**src/design/acfr_pkg.sv**
```systemverilog
// ---------------------------------------------------------------------------
// acfr_pkg
// constants, register codes, types and digit arithmetic of the frame receiver
// ---------------------------------------------------------------------------
package acfr_pkg;

  // buffer geometry
  localparam int FRAME_BYTES = 16;
  localparam int POS_W       = $clog2(FRAME_BYTES);
  localparam int CNT_W       = $clog2(FRAME_BYTES + 1);
  localparam int OFS_W       = (CNT_W > 5) ? CNT_W : 5;
  localparam int ADDR_W      = POS_W + 1;
  localparam int READS       = 7;

  // read slots of the decoder
  localparam int SLOT_MOVE  = 0;
  localparam int SLOT_ANGLE = 1;
  localparam int SLOT_SPEED = 4;

  // configuration register indexes
  localparam int CFG_IDX_W = 3;
  localparam logic [CFG_IDX_W-1:0] REG_START_MARKER   = 3'd0;
  localparam logic [CFG_IDX_W-1:0] REG_STOP_MARKER    = 3'd1;
  localparam logic [CFG_IDX_W-1:0] REG_MOVE_CODE      = 3'd2;
  localparam logic [CFG_IDX_W-1:0] REG_MOVE_POSITION  = 3'd3;
  localparam logic [CFG_IDX_W-1:0] REG_ANGLE_POSITION = 3'd4;
  localparam logic [CFG_IDX_W-1:0] REG_SPEED_POSITION = 3'd5;
  localparam logic [CFG_IDX_W-1:0] REG_LIFETIME_MAX   = 3'd6;

  // register reset values
  localparam logic [7:0] START_MARKER_RESET   = 8'd35;
  localparam logic [7:0] STOP_MARKER_RESET    = 8'd36;
  localparam logic [7:0] MOVE_CODE_RESET      = 8'd49;
  localparam logic [3:0] MOVE_POSITION_RESET  = 4'd1;
  localparam logic [3:0] ANGLE_POSITION_RESET = 4'd2;
  localparam logic [3:0] SPEED_POSITION_RESET = 4'd5;
  localparam logic [7:0] LIFETIME_MAX_RESET   = 8'd10;
  localparam logic [7:0] LIFETIME_RESET       = 8'd10;

  // item codes
  localparam logic OP_BYTE      = 1'b0;
  localparam logic OP_TICK      = 1'b1;
  localparam logic CAUSE_DECODE = 1'b0;
  localparam logic CAUSE_EXPIRY = 1'b1;

  // link owner codes
  localparam logic [1:0] OWNER_NONE   = 2'd0;
  localparam logic [1:0] OWNER_FIRST  = 2'd1;
  localparam logic [1:0] OWNER_SECOND = 2'd2;

  // ascii digit arithmetic
  localparam logic [15:0] ASCII_ZERO      = 16'd48;
  localparam logic [15:0] WEIGHT_HUNDREDS = 16'd100;
  localparam logic [15:0] WEIGHT_TENS     = 16'd10;

  typedef struct packed {
    logic [7:0] start_marker;
    logic [7:0] stop_marker;
    logic [7:0] move_code;
    logic [3:0] move_position;
    logic [3:0] angle_position;
    logic [3:0] speed_position;
    logic [7:0] lifetime_max;
  } cfg_t;

  // store write from the control stage: req while the item sits, commit as it leaves
  typedef struct packed {
    logic              req;
    logic              commit;
    logic [ADDR_W-1:0] addr;
    logic [7:0]        data;
  } store_wr_t;

  // three ascii digits to a value modulo 2^16
  function automatic logic [15:0] digits_value(input logic [7:0] d0, input logic [7:0] d1,
                                               input logic [7:0] d2);
    logic [15:0] v0;
    logic [15:0] v1;
    logic [15:0] v2;
    v0 = {8'd0, d0} - ASCII_ZERO;
    v1 = {8'd0, d1} - ASCII_ZERO;
    v2 = {8'd0, d2} - ASCII_ZERO;
    return 16'(v0 * WEIGHT_HUNDREDS) + 16'(v1 * WEIGHT_TENS) + v2;
  endfunction

endpackage

```
**src/design/acfr_ram.sv**
```systemverilog
// ---------------------------------------------------------------------------
// acfr_ram
// simple dual port ram, one write and one registered read, old data on collision
// ---------------------------------------------------------------------------
module acfr_ram #(
  parameter int DATA_W = 8,
  parameter int ADDR_W = 5
) (
  input  logic              clk,
  input  logic              we,
  input  logic [ADDR_W-1:0] waddr,
  input  logic [DATA_W-1:0] wdata,
  input  logic              re,
  input  logic [ADDR_W-1:0] raddr,
  output logic [DATA_W-1:0] rdata
);

  logic [DATA_W-1:0] mem [2**ADDR_W];

  // write port
  always_ff @(posedge clk) begin
    if (we) begin
      mem[waddr] <= wdata;
    end
  end

  // registered read port
  always_ff @(posedge clk) begin
    if (re) begin
      rdata <= mem[raddr];
    end
  end

endmodule

```
**src/design/acfr_cfg_regs.sv**
```systemverilog
// ---------------------------------------------------------------------------
// acfr_cfg_regs
// configuration register file written through the cfg channel
// ---------------------------------------------------------------------------
module acfr_cfg_regs (
  input  logic                           clk,
  input  logic                           rst,
  input  logic                           cfg_valid,
  output logic                           cfg_ready,
  input  logic [acfr_pkg::CFG_IDX_W-1:0] cfg_index,
  input  logic [7:0]                     cfg_data,
  output acfr_pkg::cfg_t                 cfg
);

  assign cfg_ready = 1'b1;

  // register writes, unknown indexes ignored
  always_ff @(posedge clk) begin
    if (rst) begin
      cfg.start_marker   <= acfr_pkg::START_MARKER_RESET;
      cfg.stop_marker    <= acfr_pkg::STOP_MARKER_RESET;
      cfg.move_code      <= acfr_pkg::MOVE_CODE_RESET;
      cfg.move_position  <= acfr_pkg::MOVE_POSITION_RESET;
      cfg.angle_position <= acfr_pkg::ANGLE_POSITION_RESET;
      cfg.speed_position <= acfr_pkg::SPEED_POSITION_RESET;
      cfg.lifetime_max   <= acfr_pkg::LIFETIME_MAX_RESET;
    end else if (cfg_valid) begin
      unique case (cfg_index)
        acfr_pkg::REG_START_MARKER:   cfg.start_marker   <= cfg_data;
        acfr_pkg::REG_STOP_MARKER:    cfg.stop_marker    <= cfg_data;
        acfr_pkg::REG_MOVE_CODE:      cfg.move_code      <= cfg_data;
        acfr_pkg::REG_MOVE_POSITION:  cfg.move_position  <= cfg_data[3:0];
        acfr_pkg::REG_ANGLE_POSITION: cfg.angle_position <= cfg_data[3:0];
        acfr_pkg::REG_SPEED_POSITION: cfg.speed_position <= cfg_data[3:0];
        acfr_pkg::REG_LIFETIME_MAX:   cfg.lifetime_max   <= cfg_data;
        default: begin
        end
      endcase
    end
  end

endmodule

```
**src/design/acfr_frame_store.sv**
```systemverilog
// ---------------------------------------------------------------------------
// acfr_frame_store
// two channel byte buffers, read at the seven decode positions on accept
// ---------------------------------------------------------------------------
module acfr_frame_store (
  input  logic                                clk,
  input  logic                                rst,
  input  logic                                rd_en,
  input  logic                                rd_ch,
  input  acfr_pkg::cfg_t                      cfg,
  input  acfr_pkg::store_wr_t                 wr,
  output logic [acfr_pkg::READS-1:0][7:0]     rd_bytes
);

  localparam int READS  = acfr_pkg::READS;
  localparam int ADDR_W = acfr_pkg::ADDR_W;
  localparam int POS_W  = acfr_pkg::POS_W;
  localparam int OFS_W  = acfr_pkg::OFS_W;

  logic [3:0]              slot_base [READS];
  logic [1:0]              slot_step [READS];
  logic [OFS_W-1:0]        slot_ofs  [READS];
  logic [READS-1:0]        slot_in_range;
  logic [ADDR_W-1:0]       raddr     [READS];

  logic [2**ADDR_W-1:0]    written;
  logic [ADDR_W-1:0]       addr_q    [READS];
  logic [READS-1:0]        range_q;
  logic [READS-1:0]        written_q;
  logic [READS-1:0]        fwd_q;
  logic [7:0]              fwd_data_q;
  logic [7:0]              ram_q     [READS];

  // read positions: move byte, then three angle and three speed digits
  always_comb begin
    for (int k = 0; k < READS; k++) begin
      if (k < acfr_pkg::SLOT_ANGLE) begin
        slot_base[k] = cfg.move_position;
        slot_step[k] = 2'(k - acfr_pkg::SLOT_MOVE);
      end else if (k < acfr_pkg::SLOT_SPEED) begin
        slot_base[k] = cfg.angle_position;
        slot_step[k] = 2'(k - acfr_pkg::SLOT_ANGLE);
      end else begin
        slot_base[k] = cfg.speed_position;
        slot_step[k] = 2'(k - acfr_pkg::SLOT_SPEED);
      end
      slot_ofs[k]      = OFS_W'(slot_base[k]) + OFS_W'(slot_step[k]);
      slot_in_range[k] = slot_ofs[k] < OFS_W'(acfr_pkg::FRAME_BYTES);
      raddr[k]         = {rd_ch, slot_ofs[k][POS_W-1:0]};
    end
  end

  // written marks, so never-written entries read as zero
  always_ff @(posedge clk) begin
    if (rst) begin
      written <= '0;
    end else if (wr.commit) begin
      written[wr.addr] <= 1'b1;
    end
  end

  // per-slot read side data, with the byte written on the same edge forwarded
  always_ff @(posedge clk) begin
    if (rd_en) begin
      fwd_data_q <= wr.data;
      for (int k = 0; k < READS; k++) begin
        addr_q[k]    <= raddr[k];
        range_q[k]   <= slot_in_range[k];
        written_q[k] <= written[raddr[k]];
        fwd_q[k]     <= wr.commit && (wr.addr == raddr[k]);
      end
    end
  end

  // one ram copy per read slot, all written alike
  for (genvar g = 0; g < READS; g++) begin : g_copy
    acfr_ram #(
      .DATA_W(8),
      .ADDR_W(ADDR_W)
    ) u_ram (
      .clk  (clk),
      .we   (wr.commit),
      .waddr(wr.addr),
      .wdata(wr.data),
      .re   (rd_en),
      .raddr(raddr[g]),
      .rdata(ram_q[g])
    );
  end

  // read data for the item in the control stage, its own byte included
  always_comb begin
    for (int k = 0; k < READS; k++) begin
      if (!range_q[k]) begin
        rd_bytes[k] = 8'd0;
      end else if (wr.req && (wr.addr == addr_q[k])) begin
        rd_bytes[k] = wr.data;
      end else if (fwd_q[k]) begin
        rd_bytes[k] = fwd_data_q;
      end else if (written_q[k]) begin
        rd_bytes[k] = ram_q[k];
      end else begin
        rd_bytes[k] = 8'd0;
      end
    end
  end

endmodule

```
**src/design/acfr_ctrl.sv**
```systemverilog
// ---------------------------------------------------------------------------
// acfr_ctrl
// input register, frame and link state, decode and result register
// ---------------------------------------------------------------------------
module acfr_ctrl (
  input  logic                            clk,
  input  logic                            rst,
  input  logic                            s_tvalid,
  output logic                            s_tready,
  input  logic [7:0]                      s_tdata,
  input  logic [1:0]                      s_tuser,
  output logic                            m_tvalid,
  input  logic                            m_tready,
  output logic [39:0]                     m_tdata,
  output logic [0:0]                      m_tuser,
  input  acfr_pkg::cfg_t                  cfg,
  input  logic [acfr_pkg::READS-1:0][7:0] rd_bytes,
  output acfr_pkg::store_wr_t             wr
);

  localparam int CNT_W = acfr_pkg::CNT_W;
  localparam int POS_W = acfr_pkg::POS_W;

  // input register
  logic       a_valid;
  logic       a_op;
  logic       a_ch;
  logic [7:0] a_byte;

  // frame and link state
  logic [CNT_W-1:0] write_position;
  logic [CNT_W-1:0] write_position_next;
  logic             frame_open;
  logic             frame_open_next;
  logic [1:0]       owner;
  logic [1:0]       owner_next;
  logic [7:0]       lifetime;
  logic [7:0]       lifetime_next;
  logic             move_held;
  logic             move_held_next;
  logic [15:0]      angle_held;
  logic [15:0]      angle_held_next;
  logic [15:0]      speed_held;
  logic [15:0]      speed_held_next;

  // result register
  logic        out_valid;
  logic        out_cause;
  logic        out_move;
  logic [15:0] out_angle;
  logic [15:0] out_speed;
  logic [1:0]  out_owner;

  logic is_start;
  logic in_frame;
  logic is_stop;
  logic expired;
  logic a_result;
  logic a_advance;
  logic do_store;

  // handshake: the input stage leaves unless a result would hit a full, stalled output
  assign a_advance = a_valid && (!a_result || !out_valid || m_tready);
  assign s_tready  = !a_valid || a_advance;

  always_ff @(posedge clk) begin
    if (rst) begin
      a_valid <= 1'b0;
    end else if (s_tready) begin
      a_valid <= s_tvalid;
    end
  end

  always_ff @(posedge clk) begin
    if (s_tvalid && s_tready) begin
      a_op   <= s_tuser[0];
      a_ch   <= s_tuser[1];
      a_byte <= s_tdata;
    end
  end

  // classify the item in the input stage
  always_comb begin
    is_start = (a_op == acfr_pkg::OP_BYTE) && (a_byte == cfg.start_marker);
    in_frame = (a_op == acfr_pkg::OP_BYTE) && !is_start && frame_open;
    is_stop  = in_frame && (a_byte == cfg.stop_marker);
    expired  = (a_op == acfr_pkg::OP_TICK) && (lifetime == 8'd0);
    a_result = is_stop || expired;
  end

  // next state of position, frame, link and held values
  always_comb begin
    write_position_next = write_position;
    frame_open_next     = frame_open;
    owner_next          = owner;
    lifetime_next       = lifetime;
    move_held_next      = move_held;
    angle_held_next     = angle_held;
    speed_held_next     = speed_held;

    if (is_start) begin
      write_position_next = '0;
      frame_open_next     = 1'b1;
    end else if (in_frame) begin
      if (write_position < CNT_W'(acfr_pkg::FRAME_BYTES)) begin
        write_position_next = write_position + CNT_W'(1);
      end
    end

    if (is_stop) begin
      frame_open_next = 1'b0;
      lifetime_next   = cfg.lifetime_max;
      if (!a_ch && (owner != acfr_pkg::OWNER_SECOND)) begin
        owner_next = acfr_pkg::OWNER_FIRST;
      end else if (a_ch && (owner != acfr_pkg::OWNER_FIRST)) begin
        owner_next = acfr_pkg::OWNER_SECOND;
      end
      move_held_next  = rd_bytes[acfr_pkg::SLOT_MOVE] == cfg.move_code;
      angle_held_next = acfr_pkg::digits_value(rd_bytes[acfr_pkg::SLOT_ANGLE],
                                               rd_bytes[acfr_pkg::SLOT_ANGLE + 1],
                                               rd_bytes[acfr_pkg::SLOT_ANGLE + 2]);
      speed_held_next = acfr_pkg::digits_value(rd_bytes[acfr_pkg::SLOT_SPEED],
                                               rd_bytes[acfr_pkg::SLOT_SPEED + 1],
                                               rd_bytes[acfr_pkg::SLOT_SPEED + 2]);
    end else if (expired) begin
      owner_next     = acfr_pkg::OWNER_NONE;
      move_held_next = 1'b0;
    end else if (a_op == acfr_pkg::OP_TICK) begin
      lifetime_next = lifetime - 8'd1;
    end
  end

  // store write of the byte at its new position
  always_comb begin
    do_store  = (is_start || in_frame)
                && (write_position_next < CNT_W'(acfr_pkg::FRAME_BYTES));
    wr.req    = a_valid && do_store;
    wr.commit = a_valid && do_store && a_advance;
    wr.addr   = {a_ch, write_position_next[POS_W-1:0]};
    wr.data   = a_byte;
  end

  always_ff @(posedge clk) begin
    if (rst) begin
      write_position <= '0;
      frame_open     <= 1'b0;
      owner          <= acfr_pkg::OWNER_NONE;
      lifetime       <= acfr_pkg::LIFETIME_RESET;
      move_held      <= 1'b0;
      angle_held     <= 16'd0;
      speed_held     <= 16'd0;
    end else if (a_advance) begin
      write_position <= write_position_next;
      frame_open     <= frame_open_next;
      owner          <= owner_next;
      lifetime       <= lifetime_next;
      move_held      <= move_held_next;
      angle_held     <= angle_held_next;
      speed_held     <= speed_held_next;
    end
  end

  // result register
  always_ff @(posedge clk) begin
    if (rst) begin
      out_valid <= 1'b0;
    end else if (a_advance && a_result) begin
      out_valid <= 1'b1;
    end else if (m_tready) begin
      out_valid <= 1'b0;
    end
  end

  always_ff @(posedge clk) begin
    if (a_advance && a_result) begin
      out_cause <= expired ? acfr_pkg::CAUSE_EXPIRY : acfr_pkg::CAUSE_DECODE;
      out_move  <= move_held_next;
      out_angle <= angle_held_next;
      out_speed <= speed_held_next;
      out_owner <= owner_next;
    end
  end

  assign m_tvalid = out_valid;
  assign m_tdata  = {5'd0, out_owner, out_speed, out_angle, out_move};
  assign m_tuser  = out_cause;

endmodule

```
**src/design/ascii_command_frame_receiver.sv**
```systemverilog
// ---------------------------------------------------------------------------
// ascii_command_frame_receiver
// two-link ascii command frame receiver with time-to-live link supervision
//
//   channel  | direction | words
//   ---------+-----------+-----------------------------------------------
//   s_*      | in        | received byte or send tick, one per word
//   m_*      | out       | decoded frame or link-lost report
//   cfg_*    | in        | register index and value, always ready
//
// one word a cycle sustained while no result stalls; a result passes the input and result registers
// the rate is set by the single decode stage between input and result register
// the decoder reads seven buffer positions through seven ram copies
// reset clears state at once; never-written buffer entries read as zero
// while a result stalls, words without a result still pass; the next word
// with a result is held in the input register and s_tready drops
// ---------------------------------------------------------------------------
module ascii_command_frame_receiver (
  input  logic                           clk,
  input  logic                           rst,
  input  logic                           s_tvalid,
  output logic                           s_tready,
  input  logic [7:0]                     s_tdata,   // rx_byte
  input  logic [1:0]                     s_tuser,   // operation, channel
  output logic                           m_tvalid,
  input  logic                           m_tready,
  output logic [39:0]                    m_tdata,   // move_enable, angle_value,
                                                    // speed_value, link_owner
  output logic [0:0]                     m_tuser,   // cause
  input  logic                           cfg_valid,
  output logic                           cfg_ready,
  input  logic [acfr_pkg::CFG_IDX_W-1:0] cfg_index,
  input  logic [7:0]                     cfg_data
);

  acfr_pkg::cfg_t                  cfg;
  acfr_pkg::store_wr_t             wr;
  logic [acfr_pkg::READS-1:0][7:0] rd_bytes;

  // configuration registers
  acfr_cfg_regs u_cfg (
    .clk      (clk),
    .rst      (rst),
    .cfg_valid(cfg_valid),
    .cfg_ready(cfg_ready),
    .cfg_index(cfg_index),
    .cfg_data (cfg_data),
    .cfg      (cfg)
  );

  // frame buffers, read as a word is accepted
  acfr_frame_store u_store (
    .clk     (clk),
    .rst     (rst),
    .rd_en   (s_tvalid && s_tready),
    .rd_ch   (s_tuser[1]),
    .cfg     (cfg),
    .wr      (wr),
    .rd_bytes(rd_bytes)
  );

  // control and decode
  acfr_ctrl u_ctrl (
    .clk     (clk),
    .rst     (rst),
    .s_tvalid(s_tvalid),
    .s_tready(s_tready),
    .s_tdata (s_tdata),
    .s_tuser (s_tuser),
    .m_tvalid(m_tvalid),
    .m_tready(m_tready),
    .m_tdata (m_tdata),
    .m_tuser (m_tuser),
    .cfg     (cfg),
    .rd_bytes(rd_bytes),
    .wr      (wr)
  );

endmodule

```
**config.mk**
```make
export PLATFORM = sky130hd
export DESIGN_NAME = ascii_command_frame_receiver
export DESIGN_NICKNAME = d
export VERILOG_FILES = /design/src/design/acfr_pkg.sv /design/src/design/acfr_ram.sv /design/src/design/acfr_cfg_regs.sv /design/src/design/acfr_frame_store.sv /design/src/design/acfr_ctrl.sv /design/src/design/ascii_command_frame_receiver.sv
export SDC_FILE = /design/constraint.sdc
export NUM_CORES = 2
export LEC_CHECK = 0
export BUFFER_PORTS_ARGS = -buffer_cell sky130_fd_sc_hd__clkbuf_2
export CAP_MARGIN = 40
export CORE_MARGIN = 5
export CORE_UTILIZATION = 42
export CTS_BUF_LIST = sky130_fd_sc_hd__clkbuf_2
export DETAILED_ROUTE_END_ITERATION = 12
export SYNTH_ARGS = -nofsm -noshare
export SYNTH_HDL_FRONTEND = slang
export SYNTH_SLANG_ARGS = --single-unit
```
**constraint.sdc**
```tcl
create_clock -name clk -period 11.2 [get_ports clk]
set_input_delay 0.56 -clock clk [delete_from_list [all_inputs] [get_ports clk]]
set_output_delay 0.56 -clock clk [all_outputs]
set_load 0.02 [all_outputs]
```
==> results.yml <==
critical_path:
  rrSetupSlack_ns: 1.76
  start_kind: "register"
  crit_path_max_fanout: 20
  cp.required_ns: 12.48
  rr_worst_depth: 28
  setup.worst_path.class: "reg -> reg"
  crit_path_end_kind: "register"
  slowest_stage: "edfxtp_1"
  cpMostUsedCell: "ha_1"
  reg2reg_to: "u_ctrl.speed_held[14]"
  arrival_ns: 10.72
  r2r-start: "u_ctrl.a_op"
  max_stage_delay_ns: 0.73
sta:
  fmax_mhz: 106
  fin_crit_ns: 9.44
  finalSetupViolCount: 0
  fin_crit_sh_pct: 84.3
  rsz0062_at_grt: "no"
  final.setup.tns_ns: 0
  hold_viol_final: 0
  finClkSkew_ns: 0.149
  tightest_slew_ns: 1.00
  slew_violations: 0
  slew_headroom_pct: 33.2
layout:
  drive_gt1_share_pct: 34.9
  fill_cells: 8379
  seq_area_um2: 14900
  finalNonFillerCells: 4584
  syn2layout_area_growth_pct: 10.9
  fin_area_um2: 45600
  multiInputGateArea_um2: 24900
  nNetsFinal: 3377
synthesis:
  async_reset_ff_share_pct: 0
  ys_seq_area_share_pct: 36.2
  ys_warn_count: 0
  synth.area.top_cells: "mux4_2 34%, edfxtp_1 30%, dfxtp_1 6.2%"
  syn_inst: 3041
  yosysTopAreaCell: "mux4_2"
  synthTopCellsByCount: "621 x mux4_2, 410 x edfxtp_1, 266 x nand2_1"
  ys_ff_latch: 537
  synth-edff-count: 410
  synth.distinct_cells: 79
  synth.most_common_cell: "mux4_2"
  synth_flop_cell: "edfxtp_1"
  synthDominantCellAreaShare_pct: 34.0
  synth.avg_cell_area_um2: 13.5
  synth_area_um2: 41100
floorplanning:
  io_pins: 70
  die_h_um: 323
  core_area_um2: 96900
  dieArea_um2: 104000
  die_x_um: 323
  start_util_pct: 42.4
  floorplan.rows: 114
clock_tree:
  cts_tree: "built"
  cts-root-buf: "clkbuf_2"
  clk_pin_slew_ns: 0.12
  htreeDepth: 4
  clock_latency_ns: 1.50
  cts.sinks: 537
  clock_path_buffers: 3
  cts_buffers: 146
pwr:
  power.internal_uw: 3640
  seq_power_share_pct: 39.3
  p_sw_uw: 2020
  power.leakage_uw: 0.0161
  p_comb_share_pct: 33.4
  sw_frac_of_total_pct: 35.7
  power_density_nw_per_um2: 124
  ir_worst_vdd_mv: 0.162
  p_clk_share_pct: 27.3
detailed_routing:
  drt-total-wl_um: 139000
  num_vias: 30400
  drc: 0
  vias_per_cell: 6.62
  dr.pass1.iters: 8
  ant_nets: 0
  wl_per_cell_um: 30.3
  first_iter_violations: 3746
grt:
  grt_pass1_wl_um: 203000
  grt_pass1_vias: 30000
  grt.overflow.total: 0
  grt_max_degree: 117
  grtUsageTotal_pct: 26.5
  antenna_found_initial: 8
hold_path:
  worstHoldStart: "m_tready"
  hold_depth: 4
  min_path_type: "in -> reg"
  hold_end: "u_ctrl.m_tvalid"
status:
  status: "finished, final reports clean"
place:
  port_buffers: 63
  placedInstanceArea_um2: 43400
  place_inst: 4246
  gp_congestion: 0.915
  hpwlAfterDp_um: 93700
job:
  drv_cap: 0
[per-stage QoR]
stage	utilization, %	total power, uW	hold slack (ns)	setup WS, ns
5_1_grt	47.0	6040	0.135	1.16
6_report	47.1	5660	0.157	1.76
3_3_place_gp	44.3	4080	0.442	2.21
4_1_cts	47.0	5710	0.00834	1.84
2_1_floorplan	-	3680	0.406	3.34
3_5_place_dp	44.9	4140	0.448	1.94
[worst max-delay path, delay by kind of cell (launching register included)]
kind	cells	cell delay, ns
buffers and inverters	3	0.13
adder cells (fa/ha/maj)	7	2.49
flip-flops	1	0.73
AO/OA/AOI/OAI	12	3.77
XOR/XNOR	1	0.31
AND/OR/NAND/NOR	5	1.85
[state kept, by name, indices dropped and copies added, names as in the netlist, 2 cells and up]
name                        count
u_store.range_q                 4
u_ctrl.a_byte                   8
u_store.g_copy.u_ram.rdata     56
u_ctrl.angle_held              16
u_ctrl.out_speed               16
u_store.written                32
u_store.fwd_q                   7
u_ctrl.owner                    2
u_store.written_q               7
u_store.g_copy.u_ram.mem      256
u_ctrl.out_angle               16
u_ctrl.lifetime                 8
u_store.fwd_data_q              8
u_ctrl.write_position           5
u_ctrl.out_owner                2
u_store.addr_q                 27
u_cfg.cfg                      44
u_ctrl.speed_held              16
[layout by cell type (no fill, tap or decap), types with 39 or more instances in the layout]
cell type | netlist | final
nand2_1 | 266 | 266
o21ai_0 | 74 | 74
xor2_1 | 56 | 51
nor2_1 | 160 | 127
dfxtp_1 | 127 | 117
mux2_2 | 61 | 61
dlygate4sd3_1 | 0 | 63
fa_1 | 44 | 44
edfxtp_1 | 410 | 410
buf_4 | 9 | 68
ha_1 | 126 | 122
mux4_2 | 621 | 621
inv_1 | 158 | 158
nand3_1 | 39 | 39
xnor2_1 | 89 | 88
a21oi_1 | 125 | 125
mux2i_1 | 69 | 69
clkbuf_2 | 0 | 259
[worst max path at each step]
stage | endpoint | slack (ns) | start
6_report | u_ctrl.speed_held[14] | 1.76 | u_ctrl.a_op
5_1_grt | u_ctrl.speed_held[14] | 1.16 | u_ctrl.a_op
4_1_cts | u_ctrl.angle_held[14] | 1.84 | u_ctrl.a_op
3_5_place_dp | u_ctrl.speed_held[14] | 1.94 | u_ctrl.a_op
3_3_place_gp | u_ctrl.angle_held[14] | 2.21 | u_ctrl.a_op
2_1_floorplan | u_ctrl.speed_held[14] | 3.34 | u_ctrl.a_byte[1]
[metal layers]
metal / part of all wire, % / GRT usage, % / vias to the layer above
li1: - / - / 12500
met1: 37 / 33.9 / 15300
met2: 47 / 42.6 / 2120
met3: 11 / 7.43 / 397
met4: 4.9 / 11.7 / 2
met5: 0.012 / 0 / -
[final cells by class]
type                    instances  share of cell area [%]
clock inverters                68                    1.05
diodes                          9                  0.0494
flip-flops and latches        537                    32.7
inverters                     159                    1.31
clock buffers                 198                    2.17
multi-input cells            2110                    54.7
repair buffers                227                    4.57
well taps                    1276                    3.50
[repair_timing]
| action | CTS | global route |
|---|---|---|
| gates resized for setup | 0 | 0 |
| hold endpoints to repair | 229 | 0 |
| buffers inserted | 0 | 0 |
| hold buffers | 63 | 0 |
[kinds of logic (layout without fill, tap and decap cells)]
group	after synthesis	after routing	share of synthesized area [%]
other	2	15	0.0183
and+or+nand+nor	626	626	6.86
DFF	537	537	36.2
adders and majority gates	171	171	6.01
xor gates and xnor gates	148	148	3.26
muxes	752	752	37.5
AOI/OAI and AO/OA	407	407	6.49
buffers and inverters	398	652	3.76
[power groups by stage]
stage	Sequential, uW	Clock, uW	Combinational, uW
after floorplan	2250	0	1430
after global placement	2270	0	1810
after detailed placement	2270	0	1860
after CTS	2230	1590	1890
after global routing	2230	1690	2110
final	2230	1550	1890
(Power assumes the default switching activity.)
